==> src/hw/rtl/cfp_pkg.sv <==
// ----------------------------------------------------------------------------
// cfp_pkg
// Types and constants shared by the command frame parser.
// ----------------------------------------------------------------------------
package cfp_pkg;

  localparam logic [7:0] StartMarkerRst = 8'hBD;
  localparam logic [7:0] BlinkLength    = 8'd3;

  typedef enum logic [2:0] {
    PH_START   = 3'd0,
    PH_CMD     = 3'd1,
    PH_LEN     = 3'd2,
    PH_PAYLOAD = 3'd3,
    PH_DROP    = 3'd4
  } phase_e;

  typedef enum logic [2:0] {
    ST_SUM_OK        = 3'd0,
    ST_BLINK_OK      = 3'd1,
    ST_TOO_SHORT     = 3'd2,
    ST_BAD_START     = 3'd3,
    ST_BAD_BLINK_LEN = 3'd4,
    ST_UNKNOWN_CMD   = 3'd5,
    ST_TRUNCATED     = 3'd6
  } status_e;

  typedef enum logic [0:0] {
    CMD_SUM   = 1'b0,
    CMD_FLASH = 1'b1
  } cmd_e;

  typedef struct packed {
    logic [7:0] data_byte;
    logic       frame_end;
  } in_word_t;

  typedef struct packed {
    logic [2:0]  status;
    logic [15:0] byte_total;
    logic [7:0]  on_time;
    logic [7:0]  off_time;
    logic [7:0]  repeat_total;
  } out_word_t;

endpackage

==> src/hw/rtl/command_frame_parser_core.sv <==
// ----------------------------------------------------------------------------
// command_frame_parser_core
// Byte-serial command frame parser with one status word per frame.
//
// Takes one frame byte per cycle: every byte is parsed in the cycle it is
// accepted (a compare or one 16-bit add against the frame state), and a
// status word, when the byte settles the outcome, lands in the output register.
// A two-entry output stage (output register plus skid register) keeps the
// input ready while a word waits on the output, so a full byte per cycle is
// sustained unless the output stalls for two words. Bytes after a frame's
// status word are dropped up to frame_end. The user must write the start
// marker through the config channel only while idle; the block does not check.
// ----------------------------------------------------------------------------
module command_frame_parser_core import cfp_pkg::*; (
  input  logic      clk_i,
  input  logic      rst_ni,
  input  logic      cfg_valid_i,
  output logic      cfg_ready_o,
  input  logic [7:0] cfg_data_i,
  input  logic      in_valid_i,
  output logic      in_ready_o,
  input  in_word_t  in_data_i,
  output logic      out_valid_o,
  input  logic      out_ready_i,
  output out_word_t out_data_o
);

  logic [7:0]  marker_q;
  phase_e      phase_q, phase_d;
  cmd_e        kind_q, kind_d;
  logic [7:0]  len_q, len_d;
  logic [7:0]  seen_q, seen_d;
  logic [15:0] total_q, total_d;
  logic [7:0]  on_q, on_d;
  logic [7:0]  off_q, off_d;

  logic        res_vld;
  out_word_t   res;
  logic [15:0] sum;
  logic [7:0]  b;
  logic        last;
  logic        in_fire, out_fire;

  logic        out_vld_q, skid_vld_q;
  out_word_t   out_q, skid_q;

  assign b        = in_data_i.data_byte;
  assign last     = in_data_i.frame_end;
  assign in_ready_o  = !skid_vld_q;
  assign in_fire     = in_valid_i && in_ready_o;
  assign out_valid_o = out_vld_q;
  assign out_data_o  = out_q;
  assign out_fire    = out_vld_q && out_ready_i;
  assign cfg_ready_o = 1'b1;
  assign sum         = total_q + {8'd0, b};

  // Frame datapath and result
  always_comb begin
    res_vld = 1'b0;
    res     = '0;
    kind_d  = kind_q;
    len_d   = len_q;
    seen_d  = seen_q;
    total_d = total_q;
    on_d    = on_q;
    off_d   = off_q;
    unique case (phase_q)
      PH_START: begin
        if (last) begin
          res_vld = 1'b1;
          res.status = ST_TOO_SHORT;
        end else if (b != marker_q) begin
          res_vld = 1'b1;
          res.status = ST_BAD_START;
        end
      end
      PH_CMD: begin
        if (b > 8'd1) begin
          res_vld = 1'b1;
          res.status = ST_UNKNOWN_CMD;
        end else if (last) begin
          res_vld = 1'b1;
          res.status = ST_TRUNCATED;
        end else begin
          kind_d = cmd_e'(b[0]);
        end
      end
      PH_LEN: begin
        len_d   = b;
        seen_d  = '0;
        total_d = '0;
        if (kind_q == CMD_FLASH) begin
          if (b != BlinkLength) begin
            res_vld = 1'b1;
            res.status = ST_BAD_BLINK_LEN;
          end else if (last) begin
            res_vld = 1'b1;
            res.status = ST_TRUNCATED;
          end
        end else if (b == 8'd0) begin
          res_vld = 1'b1;
          res.status = ST_SUM_OK;
        end else if (last) begin
          res_vld = 1'b1;
          res.status = ST_TRUNCATED;
        end
      end
      PH_PAYLOAD: begin
        seen_d = seen_q + 8'd1;
        if (kind_q == CMD_FLASH) begin
          if (seen_q >= 8'd2) begin
            res_vld = 1'b1;
            res.status       = ST_BLINK_OK;
            res.on_time      = on_q;
            res.off_time     = off_q;
            res.repeat_total = b;
          end else begin
            if (seen_q == 8'd0) begin
              on_d = b;
            end else begin
              off_d = b;
            end
            if (last) begin
              res_vld = 1'b1;
              res.status = ST_TRUNCATED;
            end
          end
        end else begin
          total_d = sum;
          if (seen_d == len_q) begin
            res_vld = 1'b1;
            res.status     = ST_SUM_OK;
            res.byte_total = sum;
          end else if (last) begin
            res_vld = 1'b1;
            res.status = ST_TRUNCATED;
          end
        end
      end
      PH_DROP: begin
      end
      default: begin
      end
    endcase
  end

  // Next phase
  always_comb begin
    phase_d = phase_q;
    if (res_vld) begin
      phase_d = last ? PH_START : PH_DROP;
    end else begin
      unique case (phase_q)
        PH_START:   phase_d = PH_CMD;
        PH_CMD:     phase_d = PH_LEN;
        PH_LEN:     phase_d = PH_PAYLOAD;
        PH_PAYLOAD: phase_d = PH_PAYLOAD;
        PH_DROP:    phase_d = last ? PH_START : PH_DROP;
        default:    phase_d = PH_START;
      endcase
    end
  end

  always_ff @(posedge clk_i or negedge rst_ni) begin
    if (!rst_ni) begin
      marker_q <= StartMarkerRst;
      phase_q  <= PH_START;
      kind_q   <= CMD_SUM;
      len_q    <= '0;
      seen_q   <= '0;
      total_q  <= '0;
      on_q     <= '0;
      off_q    <= '0;
    end else begin
      if (cfg_valid_i && cfg_ready_o) begin
        marker_q <= cfg_data_i;
      end
      if (in_fire) begin
        phase_q <= phase_d;
        kind_q  <= kind_d;
        len_q   <= len_d;
        seen_q  <= seen_d;
        total_q <= total_d;
        on_q    <= on_d;
        off_q   <= off_d;
      end
    end
  end

  // Output register with skid entry
  always_ff @(posedge clk_i or negedge rst_ni) begin
    if (!rst_ni) begin
      out_vld_q  <= 1'b0;
      skid_vld_q <= 1'b0;
    end else if (skid_vld_q) begin
      if (out_fire) begin
        skid_vld_q <= 1'b0;
      end
    end else if (in_fire && res_vld) begin
      if (out_vld_q && !out_ready_i) begin
        skid_vld_q <= 1'b1;
      end else begin
        out_vld_q <= 1'b1;
      end
    end else if (out_fire) begin
      out_vld_q <= 1'b0;
    end
  end

  always_ff @(posedge clk_i) begin
    if (skid_vld_q) begin
      if (out_fire) begin
        out_q <= skid_q;
      end
    end else if (in_fire && res_vld) begin
      if (out_vld_q && !out_ready_i) begin
        skid_q <= res;
      end else begin
        out_q <= res;
      end
    end
  end

  // Checks
  a_skid_behind_out: assert property (@(posedge clk_i) disable iff (!rst_ni)
    skid_vld_q |-> out_vld_q)
    else $error("skid entry valid with empty output register");

  a_drop_silent: assert property (@(posedge clk_i) disable iff (!rst_ni)
    (in_fire && phase_q == PH_DROP) |-> !res_vld)
    else $error("word produced while dropping frame tail");

  a_drop_after_word: assert property (@(posedge clk_i) disable iff (!rst_ni)
    (in_fire && res_vld && !last) |=> phase_q == PH_DROP)
    else $error("frame not dropped after its status word");

  a_blink_index: assert property (@(posedge clk_i) disable iff (!rst_ni)
    (phase_q == PH_PAYLOAD && kind_q == CMD_FLASH) |-> seen_q <= 8'd2)
    else $error("blink payload index out of range");

endmodule
==> config.mk <==
export PLATFORM = sky130hd
export DESIGN_NAME = command_frame_parser_core
export DESIGN_NICKNAME = d
export VERILOG_FILES = /design/src/hw/rtl/cfp_pkg.sv /design/src/hw/rtl/command_frame_parser_core.sv
export SDC_FILE = /design/constraint.sdc
export NUM_CORES = 1
export LEC_CHECK = 0
export BUFFER_PORTS_ARGS = -buffer_cell sky130_fd_sc_hd__buf_2
export CORE_MARGIN = 5
export CORE_UTILIZATION = 35
export DETAILED_ROUTE_END_ITERATION = 8
export MAX_ROUTING_LAYER = met4
export SYNTH_ARGS = -nofsm -noshare
export SYNTH_HDL_FRONTEND = slang
export SYNTH_SLANG_ARGS = --single-unit
==> constraint.sdc <==
create_clock -name clk_i -period 19.63 [get_ports clk_i]
set_input_delay 0.9815 -clock clk_i [delete_from_list [all_inputs] [get_ports clk_i]]
set_output_delay 0.9815 -clock clk_i [all_outputs]
set_load 0.01 [all_outputs]
# Yosys cells after proc, flatten, opt, wreduce, memory -nomap -nowiden
# Cells that the tools add are included.
[totals]
regBits = 148
latch_bits = 0
ramBits = 0
rom_bits = 0
inputBits = 22
out_inout_bits = 46
wordCells = 106
n_memories = 0
[op_classes]
addsub = 2
multipliers = 0
div = 0
magnitude_cmp = 2
eq_ne = 11
shifts = 0
mux = 44
n_bitwise = 5
n_reduce_logical = 22
[op_table]
columns = ["operator", "n"]
rows = [
  ["43-bit two-way mux", 4],
  ["16-bit two-way mux", 3],
  ["24-bit two-way mux", 2],
  ["40-bit two-way mux", 1],
  ["3-bit two-way mux", 11],
  ["16-bit case mux with 2 select lines", 1],
  ["3-bit case mux with 4 select lines", 2],
  ["1-bit two-way mux", 17],
  ["16-bit by 8-bit adder with 16-bit output", 1],
  ["8-bit logical NOT", 2],
  ["8-bit case mux with 2 select lines", 1],
  ["3-bit AND reduction", 4],
  ["5-bit AND reduction", 2],
  ["8-bit by 1-bit adder with 8-bit output, second input constant", 1],
  ["8-bit == test", 1],
  ["8-bit by 2-bit >= comparator with 1-bit output, second input constant", 1],
  ["8-bit by 1-bit > comparator with 1-bit output, second input constant", 1],
  ["2-bit inequality test, second input constant", 4],
  ["8-bit by 2-bit inequality test with 1-bit output, second input constant", 1],
  ["8-bit inequality test", 1],
  ["3-bit by 2-bit == test with 1-bit output, second input constant", 2],
  ["2-bit nonzero test", 3],
  ["1-bit NOT", 5],
  ["1-bit logical AND", 4],
  ["other kinds (9)", 11],
]

# Longest topological paths before layout
[logic_depth]
depth_word = 8
mapped_depth = 11
mapped_depth_nobuf = 9

# Least setup slack after synthesis
# OpenSTA, ideal clock, no wires.
[synth_path]
kind = "input port to flip-flop"
start = "in in_data_i[3] in the netlist's numbering"
end = "reg skid_q[0] in the netlist's numbering, enable pin"
setup_time_ns = 0.566
arrival_time_ns = 6.619
t_required_ns = 19.064
path_slack_ns = 12.445
cell_stages = 7
n_path_buf = 0
cell_sequence = "nor4_1 a21oi_1 o2bb2ai_1 a2111oi_0 o21a_1 o21ba_2 nor4b_1"
[synth_between]
elab_chain_cells = 6
word_cells_on_any_way = 13
cone_classes = "order compare: 1; eq/ne: 2; mux: 7; reduce/logical: 3"
[synth_rtl]
columns = ["item", "line_no", "text"]
rows = [
  ["start: declaration", "command_frame_parser_core.sv:22", "input in_word_t in_data_i,"],
  ["parallel branches: the longest is 3 deep, another holds 8-bit by 1-bit > comparator with 1-bit output", "n/a", ""],
  ["1-bit case mux with 4 select lines (*)", "command_frame_parser_core.sv:67", "unique case (phase_q)"],
  ["1-bit logical AND (*)", "command_frame_parser_core.sv:215", "end else if (in_fire && res_vld) begin"],
  ["3-bit AND reduction (no source line) (*)", "n/a", ""],
  ["end signal: assignment", "command_frame_parser_core.sv:217", "skid_q <= res;"],
  ["end: declaration", "command_frame_parser_core.sv:45", "out_word_t out_q, skid_q;"],
]
# Every way passes the cells marked *.
# A chain may end at the register's enable or synchronous reset.

# Worst setup path after layout
[layout_path]
start = "reg seen_q[0]"
end = "reg out_q, in the netlist out_data_o[26], enable pin"
[layout_between]
elab_chain_cells = 8
word_cells_on_any_way = 10
cone_classes = "add/sub: 1; order compare: 1; eq/ne: 1; mux: 4; reduce/logical: 3"
[layout_rtl]
columns = ["item", "line_no", "text"]
rows = [
  ["start: declaration", "command_frame_parser_core.sv:32", "logic [7:0] seen_q, seen_d;"],
  ["start signal: assignment", "command_frame_parser_core.sv:182", "seen_q <= seen_d;"],
  ["8-bit by 1-bit adder with 8-bit output", "command_frame_parser_core.sv:109", "seen_d = seen_q + 8'd1;"],
  ["8-bit == test", "command_frame_parser_core.sv:130", "if (seen_d == len_q) begin"],
  ["1-bit two-way mux", "command_frame_parser_core.sv:130", ""],
  ["1-bit two-way mux (*)", "command_frame_parser_core.sv:110", "if (kind_q == CMD_FLASH) begin"],
  ["1-bit case mux with 4 select lines (*)", "command_frame_parser_core.sv:67", ""],
  ["1-bit logical AND (*)", "command_frame_parser_core.sv:215", ""],
  ["2-bit nonzero test (no source line) (*)", "n/a", ""],
  ["3-bit AND reduction (no source line) (*)", "n/a", ""],
  ["end signal: assignment", "command_frame_parser_core.sv:213", "out_q <= skid_q;"],
  ["end signal: assignment", "command_frame_parser_core.sv:219", "out_q <= res;"],
  ["end: declaration", "command_frame_parser_core.sv:45", ""],
]
# Every way passes the cells marked *; elsewhere a longest branch is shown, timed or not.

==> results.toml <==
[power_and_ir_drop]
power_per_cell_area_nw_per_um2 = 83.7
leakage_power_nw = 3.30
total_power_mw = 0.683
vdd.ir_drop.worst_v = 0.0000546

[timing]
worst_slew_pin_slew_ns = 0.875
final.period_utilization_pct = 17.5
slew_headroom_pct = 41.4
hold_viol = 0
grt_setup_unrepaired = "no"
timing.final.setup_violations = 0
setup-tns-final_ns = 0
hold_ws_ns = 0.499
clock.fmax_ghz = 0.291
report.final.slew_viol_count = 0
post-route-worst-setup-slack_ns = 16.20
layout_min_cycle_time_ns = 3.43
finClkSkew_ns = 0.00887

[setup_path]
worstSetupStartpointType = "flop"
timing.critical_path.cells = "inv_1 -> ha_1 -> or4_1 -> o21ai_1 -> nor2_1 -> buf_4 -> a2111oi_0 -> o21a_1 -> o21ba_2 -> a221oi_4 -> buf_4"
cp.buffers_inverters = 3
data_required_critical_path_ns = 19.74
max_stage_delay_ns = 0.49
path_delay_family = "compound AO/OA/AOI/OAI gates"
crit_slowest_cell = "sky130_fd_sc_hd__dfrtp_1"
critPathKind = "flop to flop"
worst_path_most_repeated_cell = "sky130_fd_sc_hd__buf_4"
timing.critical_path.arrival_ns = 3.54
setup.worst_path.end_class = "flop"
crit_fanout = 43

[yosys]
synth-main-ff-cell = "sky130_fd_sc_hd__edfxtp_1"
number_of_enable_flip_flop_cells_after_synthesis = 86
synth_cells = 567
synth_top_cells_by_area = "sky130_fd_sc_hd__edfxtp_1 37%, sky130_fd_sc_hd__dfrtp_1 20%, sky130_fd_sc_hd__mux2_2 9.2%"
yosys.cell_types.count = 60
yosys.area.top_type_share_pct = 37.1
async_flop_share_pct = 41.9
post_synth.cell_area_avg_um2 = 12.3
synth_fp_nets = 601
synth.yosys.seq_area_share_pct = 59.5
ys.warnings.count = 0
syn-cell-area_um2 = 6960
ys_seq_elements = 148
synthDominantAreaCellType = "sky130_fd_sc_hd__edfxtp_1"

[clock_network]
cts_num_sinks = 148
clockBufferDepth = 2
tritoncts_clock_tree = "yes"
cts_made_buffers = 17
clkLatencyLatePin_ns = 0.43
clkSlewWorstSetupHoldPaths_ns = 0.06
cts-hold-fix-buffers = 0
cts-htree-levels = 4
root_buffer = "sky130_fd_sc_hd__clkbuf_16"
resized_after_cts = 0
postCtsSetupRepairBufs = 0

[run]
timing.max_cap.violations = 0

[detailed_routing]
antenna_violating_nets_post_route = 0
drt-pass1-iter-count = 5
routedWlPerCell_um = 17.5
via_per_inst = 5.05
detailroute.via_count = 4588
route.final.wire_length_mm = 15.9
drt_iter0_drc = 306
drt_drc_violations_left = 0

[final_layout]
sequential_cell_area_um2 = 4140
antenna-diode-count = 0
finalNetCount = 664
layout-area-overhead-vs-synth_pct = 17.2
filler_cell_count = 1873
layout_commonest_cell = "sky130_fd_sc_hd__edfxtp_1"
layout_common_cells = "86 x sky130_fd_sc_hd__edfxtp_1, 66 x sky130_fd_sc_hd__buf_2, 57 x sky130_fd_sc_hd__mux2_2"
layout-drive-gt1-share_pct = 27.8
multi_input_comb_area_um2 = 2680

[die]
dieWidth_um = 151
die_y_um = 151
core_um2 = 19500
rows = 51
initial_core_util_pct = 35.7
floorplan.die_area_um2 = 22800
boundaryPins = 68

[global_routing]
first_global_vias = 4675
grtUsageTotal_pct = 15.0
grt_first_pass_wirelength_mm = 25.5
initial_antenna_violation_count = 0
grt_overflow = 0
grt_max_degree = 63

[place]
detailed_place_hpwl_mm = 10.6
gp_congestion = 0.867
preCtsSetupSlack_ns = 15.93
place.port_buffers = 66

[hold_path]
worst_hold_path_type = "flop to flop"

[run_status]
outcome = "finished, final reports clean"
-- worst paths after layout --
| kind | start | to | slack, ns | depth (start not counted) |
|---|---|---|---|---|
| worst max-delay path | seen_q[0]$_DFFE_PN0P_ | out_data_o[26]$_DFFE_PP_ | 16.20 | 11 |
| worst min-delay path | on_q[7]$_DFFE_PN0P_ | on_q[7]$_DFFE_PN0P_ | 0.50 | 1 |
| worst max register to register | seen_q[0]$_DFFE_PN0P_ | out_data_o[26]$_DFFE_PP_ | 16.20 | 11 |
| worst min register to register | on_q[7]$_DFFE_PN0P_ | on_q[7]$_DFFE_PN0P_ | 0.50 | 1 |
| max in group asynchronous | rst_ni | seen_q[1]$_DFFE_PN0P_ | 18.37 | 2 |
| min in group asynchronous | rst_ni | off_q[6]$_DFFE_PN0P_ | 0.72 | 2 |
-- final cells by class --
| cell class | count | area share [%] |
|---|---|---|
| well taps | 265 | 4.06 |
| repair buffers | 72 | 4.60 |
| multi-input cells | 378 | 32.8 |
| flip-flops and latches | 148 | 50.7 |
| clock buffers | 20 | 5.47 |
| clock inverters | 12 | 1.75 |
| inverters | 13 | 0.598 |
-- sequential cells by signal, summed over array words and instances (netlist names) --
signal / cells
phase_q: 3
marker_q: 8
seen_q: 8
kind_q: 1
off_q: 8
skid_q: 43
total_q: 16
on_q: 8
out_valid_o: 1
len_q: 8
skid_vld_q: 1
out_data_o: 43
-- metal layers --
metal,GRT usage [%],share of wire (%)
met5,-,0
met4,5.44,1.9
met3,3.14,4.1
met2,22.6,46
met1,20.2,48
-- report_power, final --
| part | leakage [nW] | internal, mW | switching [mW] |
|---|---|---|---|
| logic | 1.42 | 0.00880 | 0.0151 |
| clock network | 0.287 | 0.193 | 0.133 |
| registers | 1.60 | 0.330 | 0.00267 |
| total | 3.30 | 0.532 | 0.151 |
-- per-stage QoR --
step | std cells | utilization (%) | cell area, um^2
3_3_place_gp | 876 | 38.8 | 7570
5_1_grt | 908 | 41.8 | 8160
2_1_floorplan | 567 | - | 6960
3_5_place_dp | 876 | 38.8 | 7570
4_1_cts | 908 | 41.8 | 8160
6_report | 908 | 41.8 | 8160
-- synth_stat cells, types with 5 or more instances --
master	count
sky130_fd_sc_hd__mux2_2	57
sky130_fd_sc_hd__inv_1	13
sky130_fd_sc_hd__and2_1	27
sky130_fd_sc_hd__nor2b_1	7
sky130_fd_sc_hd__dfrtp_1	56
sky130_fd_sc_hd__edfxtp_1	86
sky130_fd_sc_hd__xor2_1	20
sky130_fd_sc_hd__or3_1	5
sky130_fd_sc_hd__nand3_1	9
sky130_fd_sc_hd__clkbuf_1	22
sky130_fd_sc_hd__dfstp_2	6
sky130_fd_sc_hd__ha_1	11
sky130_fd_sc_hd__nand2_1	55
sky130_fd_sc_hd__o21ai_0	31
sky130_fd_sc_hd__nor3_1	7
sky130_fd_sc_hd__a21oi_1	15
sky130_fd_sc_hd__xnor2_1	9
sky130_fd_sc_hd__nor2_1	32
sky130_fd_sc_hd__o31ai_1	26
sky130_fd_sc_hd__a21o_1	7
-- kinds of logic (layout without fill, tap and decap cells) --
logic type      after synthesis  count (layout)  share of synthesized area [%]
other cells                   1               1                         0.0539
xor+xnor                     29              29                           3.65
fa+ha+maj                    12              12                           2.26
buf+inv                      41             117                           2.43
simple gates                171             171                           12.4
mux                          59              59                           9.65
compound gates              106             106                           10.1
flops                       148             148                           59.5
Note: power is estimated with default switching activity, not from simulation.
